--- config.mk ---
export PLATFORM = sky130hd
export DESIGN_NAME = ordered_list_insert_delete
export DESIGN_NICKNAME = d
export VERILOG_FILES = /design/src/rtl/core/oli_pkg.sv /design/src/rtl/core/oli_ram.sv /design/src/rtl/core/ordered_list_insert_delete.sv
export SDC_FILE = /design/constraint.sdc
export NUM_CORES = 1
export LEC_CHECK = 0
export ABC_AREA = 1
export ABC_CLOCK_PERIOD_IN_PS = 4000
export BUFFER_PORTS_ARGS = -buffer_cell sky130_fd_sc_hd__buf_2
export CAP_MARGIN = 20
export CORE_MARGIN = 5
export CORE_UTILIZATION = 36
export DETAILED_ROUTE_END_ITERATION = 10
export PLACE_DENSITY = 0.54
export SLEW_MARGIN = 20
export SYNTH_ARGS = -nofsm -noshare
export SYNTH_HDL_FRONTEND = slang
export SYNTH_SLANG_ARGS = --single-unit
--- constraint.sdc ---
create_clock -name clk -period 4 [get_ports clk]
set_input_delay 0.8 -clock clk [delete_from_list [all_inputs] [get_ports clk]]
set_output_delay 0.8 -clock clk [all_outputs]
set_load 0.005 [all_outputs]
--- src/rtl/core/oli_pkg.sv ---
// oli_pkg: widths, request and status codes shared by the ordered list block
// and its checker. No dependencies.
package oli_pkg;

    localparam int OLI_CAPACITY = 16;
    localparam int VALUE_W      = 32;
    localparam int POS_W        = 5;
    localparam int COUNT_W      = 5;
    localparam int ACT_W        = 2;
    localparam int STAT_W       = 2;

    typedef enum logic [ACT_W-1:0] {
        ACT_INSERT = 2'd0,
        ACT_DELETE = 2'd1,
        ACT_READ   = 2'd2,
        ACT_NOP    = 2'd3
    } action_t;

    typedef enum logic [STAT_W-1:0] {
        ST_OK        = 2'd0,
        ST_NOT_FOUND = 2'd1,
        ST_FULL      = 2'd2,
        ST_RANGE     = 2'd3
    } status_t;

endpackage

--- src/rtl/core/oli_ram.sv ---
// oli_ram: generic single write port, single read port RAM with registered
// read data. No package dependencies.
module oli_ram #(
    parameter int WIDTH = 32,
    parameter int DEPTH = 16
) (
    input  logic                     clk,
    input  logic                     we,
    input  logic [$clog2(DEPTH)-1:0] waddr,
    input  logic [WIDTH-1:0]         wdata,
    input  logic [$clog2(DEPTH)-1:0] raddr,
    output logic [WIDTH-1:0]         rdata
);

    logic [WIDTH-1:0] mem [DEPTH];
    logic [WIDTH-1:0] rdata_reg;

    always_ff @(posedge clk)
    begin
        if (we)
        begin
            mem[waddr] <= wdata;
        end
        rdata_reg <= mem[raddr];
    end

    assign rdata = rdata_reg;

endmodule

--- src/rtl/core/ordered_list_insert_delete.sv ---
// Ordered list of up to CAPACITY 32-bit values in a RAM (oli_ram), worked by one
// sequencer that walks the list one entry at a time through a single RAM read
// port. Depends on oli_pkg and oli_ram.
//
// One request is taken at a time; in_stall stays high until its result sits in
// the output register. With count entries held, an insert at index p moves each
// entry from the end down to p up one place, then writes the value (a full list is
// refused); a delete compares entries from index 0 to the first match, then moves
// each later entry down one place; a read waits for the RAM data. Each moved or
// compared entry needs a read state and a write or compare state, as the RAM has
// one registered read port. The list empties at reset without any clearing pass,
// since only entries below the count are ever used. A new request is accepted
// while a result still waits in the output register.
module ordered_list_insert_delete #(
    parameter int CAPACITY = oli_pkg::OLI_CAPACITY
) (
    input  logic                       clk,
    input  logic                       rst_n,
    input  logic                       in_valid,
    output logic                       in_stall,
    input  logic [oli_pkg::ACT_W-1:0]   action,
    input  logic [oli_pkg::VALUE_W-1:0] value,
    input  logic [oli_pkg::POS_W-1:0]   position,
    output logic                       out_valid,
    input  logic                       out_stall,
    output logic [oli_pkg::STAT_W-1:0]  status,
    output logic [oli_pkg::COUNT_W-1:0] entry_count,
    output logic [oli_pkg::VALUE_W-1:0] read_value
);
    import oli_pkg::*;

    localparam int CW = $clog2(CAPACITY + 1);
    localparam int AW = $clog2(CAPACITY);
    localparam int XW = (CW > POS_W) ? CW : POS_W;

    typedef enum logic [8:0] {
        S_IDLE    = 9'b000000001,
        S_INS_SH  = 9'b000000010,
        S_INS_WR  = 9'b000000100,
        S_DEL_RD  = 9'b000001000,
        S_DEL_CMP = 9'b000010000,
        S_DEL_SH  = 9'b000100000,
        S_DEL_WR  = 9'b001000000,
        S_RD_WAIT = 9'b010000000,
        S_FIN     = 9'b100000000
    } state_t;

    state_t             state_reg, state_next;
    logic [CW-1:0]      cnt_reg, cnt_next;
    logic [CW-1:0]      idx_reg, idx_next;
    logic [CW-1:0]      pos_reg, pos_next;
    logic [VALUE_W-1:0] val_reg, val_next;
    status_t            res_st_reg, res_st_next;
    logic [VALUE_W-1:0] res_rd_reg, res_rd_next;

    logic               ov_reg, ov_next;
    status_t            ost_reg, ost_next;
    logic [COUNT_W-1:0] ocnt_reg, ocnt_next;
    logic [VALUE_W-1:0] ord_reg, ord_next;

    logic               ram_we;
    logic [AW-1:0]      ram_waddr;
    logic [VALUE_W-1:0] ram_wdata;
    logic [AW-1:0]      ram_raddr;
    logic [VALUE_W-1:0] ram_rdata;

    logic               accept;
    logic [XW-1:0]      pos_x;
    logic [XW-1:0]      cnt_x;
    logic [CW-1:0]      idx_inc;
    logic [CW-1:0]      idx_dec;

    oli_ram #(
        .WIDTH (VALUE_W),
        .DEPTH (CAPACITY)
    ) u_ram (
        .clk   (clk),
        .we    (ram_we),
        .waddr (ram_waddr),
        .wdata (ram_wdata),
        .raddr (ram_raddr),
        .rdata (ram_rdata)
    );

    assign in_stall = (state_reg != S_IDLE);
    assign accept   = in_valid && !in_stall;
    assign pos_x    = XW'(position);
    assign cnt_x    = XW'(cnt_reg);
    assign idx_inc  = idx_reg + CW'(1);
    assign idx_dec  = idx_reg - CW'(1);

    always_comb
    begin
        state_next  = state_reg;
        cnt_next    = cnt_reg;
        idx_next    = idx_reg;
        pos_next    = pos_reg;
        val_next    = val_reg;
        res_st_next = res_st_reg;
        res_rd_next = res_rd_reg;
        ov_next     = ov_reg && out_stall;
        ost_next    = ost_reg;
        ocnt_next   = ocnt_reg;
        ord_next    = ord_reg;
        ram_we      = 1'b0;
        ram_waddr   = idx_reg[AW-1:0];
        ram_wdata   = ram_rdata;
        ram_raddr   = idx_reg[AW-1:0];

        unique case (state_reg)
            S_IDLE:
            begin
                if (accept)
                begin
                    val_next    = value;
                    res_st_next = ST_OK;
                    res_rd_next = '0;
                    unique case (action_t'(action))
                        ACT_INSERT:
                        begin
                            if (cnt_reg >= CW'(CAPACITY))
                            begin
                                res_st_next = ST_FULL;
                                state_next  = S_FIN;
                            end
                            else
                            begin
                                idx_next   = cnt_reg;
                                pos_next   = (pos_x >= cnt_x) ? cnt_reg : CW'(position);
                                state_next = S_INS_SH;
                            end
                        end
                        ACT_DELETE:
                        begin
                            idx_next   = '0;
                            state_next = S_DEL_RD;
                        end
                        ACT_READ:
                        begin
                            ram_raddr = AW'(position);
                            if (pos_x < cnt_x)
                            begin
                                state_next = S_RD_WAIT;
                            end
                            else
                            begin
                                res_st_next = ST_RANGE;
                                state_next  = S_FIN;
                            end
                        end
                        ACT_NOP:
                        begin
                            state_next = S_FIN;
                        end
                    endcase
                end
            end
            S_INS_SH:
            begin
                if (idx_reg > pos_reg)
                begin
                    ram_raddr  = idx_dec[AW-1:0];
                    state_next = S_INS_WR;
                end
                else
                begin
                    ram_we     = 1'b1;
                    ram_waddr  = pos_reg[AW-1:0];
                    ram_wdata  = val_reg;
                    cnt_next   = cnt_reg + CW'(1);
                    state_next = S_FIN;
                end
            end
            S_INS_WR:
            begin
                ram_we     = 1'b1;
                idx_next   = idx_dec;
                state_next = S_INS_SH;
            end
            S_DEL_RD:
            begin
                if (idx_reg < cnt_reg)
                begin
                    state_next = S_DEL_CMP;
                end
                else
                begin
                    res_st_next = ST_NOT_FOUND;
                    state_next  = S_FIN;
                end
            end
            S_DEL_CMP:
            begin
                if (ram_rdata == val_reg)
                begin
                    state_next = S_DEL_SH;
                end
                else
                begin
                    idx_next   = idx_inc;
                    state_next = S_DEL_RD;
                end
            end
            S_DEL_SH:
            begin
                ram_raddr = idx_inc[AW-1:0];
                if (idx_inc < cnt_reg)
                begin
                    state_next = S_DEL_WR;
                end
                else
                begin
                    cnt_next   = cnt_reg - CW'(1);
                    state_next = S_FIN;
                end
            end
            S_DEL_WR:
            begin
                ram_we     = 1'b1;
                idx_next   = idx_inc;
                state_next = S_DEL_SH;
            end
            S_RD_WAIT:
            begin
                res_rd_next = ram_rdata;
                state_next  = S_FIN;
            end
            S_FIN:
            begin
                if (!ov_reg || !out_stall)
                begin
                    ov_next    = 1'b1;
                    ost_next   = res_st_reg;
                    ocnt_next  = COUNT_W'(cnt_reg);
                    ord_next   = res_rd_reg;
                    state_next = S_IDLE;
                end
            end
            default:
            begin
                state_next = S_IDLE;
            end
        endcase
    end

    always_ff @(posedge clk or negedge rst_n)
    begin
        if (!rst_n)
        begin
            state_reg <= S_IDLE;
            cnt_reg   <= '0;
            ov_reg    <= 1'b0;
        end
        else
        begin
            state_reg <= state_next;
            cnt_reg   <= cnt_next;
            ov_reg    <= ov_next;
        end
    end

    always_ff @(posedge clk)
    begin
        idx_reg    <= idx_next;
        pos_reg    <= pos_next;
        val_reg    <= val_next;
        res_st_reg <= res_st_next;
        res_rd_reg <= res_rd_next;
        ost_reg    <= ost_next;
        ocnt_reg   <= ocnt_next;
        ord_reg    <= ord_next;
    end

    assign out_valid   = ov_reg;
    assign status      = ost_reg;
    assign entry_count = ocnt_reg;
    assign read_value  = ord_reg;

endmodule

**Word-level counts from Yosys, hierarchy flattened**

Memories as Yosys holds them, arrays and structs flattened. A register that Yosys moved wholly into a read port is not among the register bits.
Index checks and enable logic that the tools add are counted.

- Flip-flop bits (word level): 130
- RAM bits: 512
- Bits of input ports: 43
- Output and inout bits: 41
- Memories kept: 1

Memories:

| name | words | width | read ports | clocked after memory_dff | wr ports | line | text |
|---|---|---|---|---|---|---|---|
| u_ram.mem | 16 | 32 | 1 | 1 | 1 | oli_ram.sv:15 | `logic [WIDTH-1:0] mem [DEPTH];` |

- Add/sub/neg operators: 4
- $lt $le $gt $ge: 6
- Equality and inequality tests: 22
- Muxes and demuxes: 41
- Bitwise logic cells: 1
- Reduce and logical (&&, ||, !) cells: 20

Operators by type and width:

| cell | count |
|---|---|
| $mux 32 | 3 |
| $pmux 9 s9 | 1 |
| $pmux 32 s2 | 1 |
| $mux 9 | 7 |
| $pmux 9 s4 | 1 |
| $eq 32x32->1 | 1 |
| $mux 5 | 6 |
| $mux 4 | 5 |
| $pmux 5 s2 | 2 |
| $pmux 5 s4 | 1 |
| $lt 5x5->1 | 3 |
| $ne 2x2->1 const B | 6 |
| $pmux 4 s3 | 1 |
| $add 5x1->5 const B | 2 |
| $sub 5x1->5 const B | 2 |
| $eq 9x1->1 const B | 1 |
| $eq 9x2->1 const B | 1 |
| $eq 9x3->1 const B | 1 |
| $eq 9x4->1 const B | 1 |
| $eq 9x5->1 const B | 1 |
| $eq 9x6->1 const B | 1 |
| $eq 9x7->1 const B | 1 |
| $eq 9x8->1 const B | 1 |
| $eq 9x9->1 const B | 1 |
| other kinds (25) | 43 |

**Depth between registers and ports, before layout**

- Depth after elaboration: 5
- Depth in mapped cells: 20
- Mapped depth without buffers: 18

**Modules after synthesis**

A second synthesis with hierarchy kept.

- Cell total of the unflattened synthesis: 2743
- Area, all modules: 29181.7 um2

Modules (own cells, without submodules):

| module | times used | cells each | area an instance (um2) | sequential area each (um2) |
|---|---|---|---|---|
| oli_ram | 1 | 2120 | 22730.6 | 16015.4 |
| ordered_list_insert_delete | 1 | 623 | 6451.2 | 3829.9 |

**Worst setup path before layout**

Ideal clock, no wire load.

- Path type: reg2reg
- Start point: register idx_reg[4]
- End point: memory u_ram.mem[0][0] (enable)
- Setup time: 0.421 ns
- Arrival time: 3.165 ns
- Data required time: 3.579 ns
- Slack: 0.414 ns
- Stages on the path, launching flop included: 13
- Path buffers: 2
- Cells stage by stage: edfxtp_1 -> ha_1 -> nand2_1 -> nor2_1 -> nand2_1 -> nand3_1 -> nand2_1 -> nand2_1 -> buf_2 -> clkbuf_1 -> nand2_1 -> nand3_1 -> nor2_1

- Longest elaborated chain between the ends: 5

RTL lines:

| item | line | text |
|---|---|---|
| start: declaration | ordered_list_insert_delete.sv:50 | `logic [CW-1:0] idx_reg, idx_next;` |
| start signal: assignment | ordered_list_insert_delete.sv:264 | `idx_reg <= idx_next;` |
| $gt 5x5->1 (*) | ordered_list_insert_delete.sv:160 | `if (idx_reg > pos_reg)` |
| $mux 1 | ordered_list_insert_delete.sv:160 |  |
| $pmux 1 s2 | ordered_list_insert_delete.sv:110 | `unique case (state_reg)` |
| $mux 1 | oli_ram.sv:20 | `if (we)` |
| $mux 1 (implied by the code) | oli_ram.sv:22 | `mem[waddr] <= wdata;` |
| end: declaration | oli_ram.sv:15 |  |

Every way passes the cells marked *; elsewhere a longest branch is shown, timed or not.

**Final worst setup path**

- Start point: register idx_reg[3]
- End point: memory u_ram.mem[5][23] (enable)

- Longest elaborated chain between the ends: 5

RTL lines:

| item | line |
|---|---|
| $gt 5x5->1 | ordered_list_insert_delete.sv:160 |
| $mux 1 | ordered_list_insert_delete.sv:160 |
| $pmux 1 s2 | ordered_list_insert_delete.sv:110 |
| $mux 1 | oli_ram.sv:20 |
| $mux 1 (implied by the code) | oli_ram.sv:22 |

Parallel ways exist; a longest one is shown, timed or not.

==> results.yml <==
grt:
  grt_overflow_total: 0
  grt_start_max_net_pins: 220
  grt_pass1_vias: 19100
  antenna_found_initial: 4
  grt_util_all_layers: 0.175
  grt_pass1_wl_um: 120000
power:
  power.density_cell_area_mw_per_mm2: 857
  design_power_total_mw: 29.1
  leakage_power_nw: 13.8
  vdd_ir_drop_max_mv: 1.24
placement:
  place_hpwl_um: 46800
  numPlacedInstances: 3802
  io_buffer_count: 83
  gp_routability_congestion: 0.842
layout:
  design.final.nets: 2873
  synth_to_layout_area_growth_pct: 14.4
  largest_reg_flops: 512
  antenna-diode-count: 0
  drive_above_1_share: 0.116
  finalNonFillerCells: 3934
  largest_register: "u_ram.mem"
synth:
  synthDominantCellAreaShare: 0.635
  yosys-top-cells-area: "sky130_fd_sc_hd__edfxtp_1 64%, sky130_fd_sc_hd__nand3_1 10%, sky130_fd_sc_hd__nand2_1 5.9%"
  yosysSeqAreaShare: 0.669
  synth_nets: 2769
  synth_enable_flop_cells: 627
  synth_compound_area_frac: 0.0184
  synth_simple_gate_area_share: 0.206
  async_flop_share: 0.0223
  post-synth-top-area-cell: "sky130_fd_sc_hd__edfxtp_1"
  yosysWarnings: 0
  netlist_area_mm2: 0.0296
  main_flop_type_after_synthesis: "sky130_fd_sc_hd__edfxtp_1"
  syn-mean-instance-area_um2: 11.0
  muxShareOfSynthArea: 0.000380
  synth_cells: 2702
  synth-xor-area-share: 0.00886
  ys_ff_latch: 674
  post_synth_fa_ha_maj_area_fraction: 0.0104
  yosys.cell_types.count: 48
  dominant_combinational_cell_family_by_area_after_synthesis: "simple AND/OR/NAND/NOR gates"
clocking:
  postCtsSetupBuffers: 0
  clock-sinks: 674
  cts_resized: 0
  cts_tree: "yes"
  clockRootBuffer: "sky130_fd_sc_hd__clkbuf_16"
  worstSkewPairLatency_ns: 0.61
  cts_hold_buf: 0
  cts_inserted_buffers: 72
  cts.clk_slew.worst_paths_ns: 0.06
  clockBufferDepth: 3
  h-tree-depth: 3
sta:
  grt_setup_unrepaired: "no"
  worst_pin_slew_ns: 1.34
  hold_viol: 0
  maxSlewViolCount: 0
  clock_skew_ns: 0.0209
  timing.max_slew.rel_slack: 0.109
  setup_viol_count_final: 0
  fin_setup_tns_ns: 0
  final.min_clock_period_ns: 3.55
  share_of_the_cycle_needed_by_the_critical_path_after_routing: 0.887
  max_clock_freq_mhz: 282
floorplanning:
  initial_core_util: 0.362
  fp.dieH_um: 297
  num_io_pins: 84
  dieArea_mm2: 0.0882
  core_region_area_mm2: 0.0818
  placement_rows: 105
  die_width_um: 297
worst_setup_path:
  worst-endpoint-arrival_ns: 3.79
  worst_r2r_startpoint: "idx_reg[3]$_DFFE_PP_"
  timing.critical_path.to_type: "register"
  reg2regPathDepth: 11
  reg2reg_setup_slack_ns: 0.45
  r2r-end: "u_ram.mem[5][23]$_DFFE_PP_"
  setup.worst_path.start_class: "register"
  worst-path-max-fanout: 22
  critical_path_class: "register to register"
  worst-endpoint-required_ns: 4.24
route:
  final_routed_wire_length_divided_by_cell_count_um: 20.2
  final_antenna_net_count: 0
  detail_route.vias_per_cell: 5.02
  initialDrtViolationCount: 1845
  via_count_of_the_routed_design: 19800
  drc_violations: 0
  total_wire_length_after_detailed_routing_um: 79300
  drtPass1Iterations: 8
outcome:
  status: "finished clean"
min_path:
  hold_path_class: "primary input to asynchronous set/reset pin"
flow_run:
  drv.max_cap_violation_count: 0
cell families (layout without fill, tap and decap cells):
family / after synthesis / after routing
fa+ha+maj: 24 / 24
mux: 1 / 1
buf+inv: 606 / 768
simple gates: 1277 / 1277
xor+xnor: 30 / 30
compound gates: 90 / 90
flops: 674 / 674
layer usage:
metal,part of all wire,up-vias,track usage
met5,0,-,0
met4,0.026,0,0.0584
met3,0.072,124,0.0301
met2,0.47,739,0.285
met1,0.43,9565,0.240
li1,-,9331,-
stage by stage:
stage	area [um2]	setup slack [ns]	utilization	hold WS [ns]
2_1_floorplan	29600	0.414	-	0.400
3_3_place_gp	31600	0.483	0.386	0.402
3_5_place_dp	31600	0.443	0.386	0.405
4_1_cts	33900	0.425	0.415	0.0691
5_1_grt	33900	0.128	0.415	0.102
6_report	33900	0.453	0.415	0.0974
where the power goes:
part	internal (mW)	switching [mW]	total, mW
clock network	3.82	2.79	6.61
logic	3.66	8.94	12.6
registers	9.38	0.493	9.87
total	16.9	12.2	29.1
cell usage after synthesis, drive strengths merged, types with 2 or more instances:
| cell type | n |
|---|---|
| nand2 | 472 |
| o21ai | 47 |
| a21oi | 16 |
| nand4 | 10 |
| nor2 | 82 |
| clkbuf | 19 |
| o211ai | 8 |
| ha | 23 |
| buf | 124 |
| o31ai | 2 |
| dfxtp | 32 |
| or2 | 2 |
| xor2 | 6 |
| nor3 | 5 |
| inv | 462 |
| nand3b | 96 |
| nand3 | 603 |
| a211oi | 3 |
| nor4 | 6 |
| edfxtp | 627 |
| a22oi | 3 |
| o2111ai | 7 |
| xnor2 | 24 |
| dfrtp | 14 |
cell usage in the layout (no fill, tap or decap), drive strengths merged, types with 5 or more instances in the layout:
cell type / count
o21ai: 47
clkbuf: 93
nand4: 10
dfrtp: 14
bufinv: 6
inv: 467
nor2: 82
xnor2: 24
nor3: 5
nor4: 6
ha: 23
a21oi: 16
nand3: 603
nand2: 472
edfxtp: 627
buf: 173
dfxtp: 32
o2111ai: 7
o211ai: 8
clkinv: 27
nand3b: 96
xor2: 6
worst max-delay path by stage:
stage,slack [ns],end,start,cells after the start
2_1_floorplan,0.41,u_ram.mem[0][0]$_DFFE_PP_,idx_reg[4]$_DFFE_PP_,12
3_3_place_gp,0.48,u_ram.mem[13][7]$_DFFE_PP_,idx_reg[3]$_DFFE_PP_,11
3_5_place_dp,0.44,u_ram.mem[13][7]$_DFFE_PP_,idx_reg[3]$_DFFE_PP_,11
4_1_cts,0.43,u_ram.mem[13][12]$_DFFE_PP_,idx_reg[3]$_DFFE_PP_,11
5_1_grt,0.13,u_ram.rdata[15]$_DFF_P_,idx_reg[4]$_DFFE_PP_,15
6_report,0.45,u_ram.mem[5][23]$_DFFE_PP_,idx_reg[3]$_DFFE_PP_,11
worst max-delay path, stage by stage, from the launching register on:
cell	delay, ns
sky130_fd_sc_hd__edfxtp_1	0.50
sky130_fd_sc_hd__ha_1	0.34
sky130_fd_sc_hd__nand2_1	0.09
sky130_fd_sc_hd__inv_1	0.05
sky130_fd_sc_hd__nand2_1	0.07
sky130_fd_sc_hd__nand3_1	0.13
sky130_fd_sc_hd__nand2_1	0.12
sky130_fd_sc_hd__nand2_1	0.20
sky130_fd_sc_hd__o21ai_0	0.59
sky130_fd_sc_hd__nand2_1	0.43
sky130_fd_sc_hd__nor2_4	0.21
sky130_fd_sc_hd__buf_4	0.44
final cells by class:
class,instances,area (um2)
Tap cell,1070,1340
Timing Repair Buffer,173,1250
Inverter,463,1740
Sequential cell,674,19800
Multi-Input combinational cell,1422,7420
Clock buffer,93,1920
Clock inverter,39,417
Fill cell,7757,47900
(Power assumes the default switching activity.)
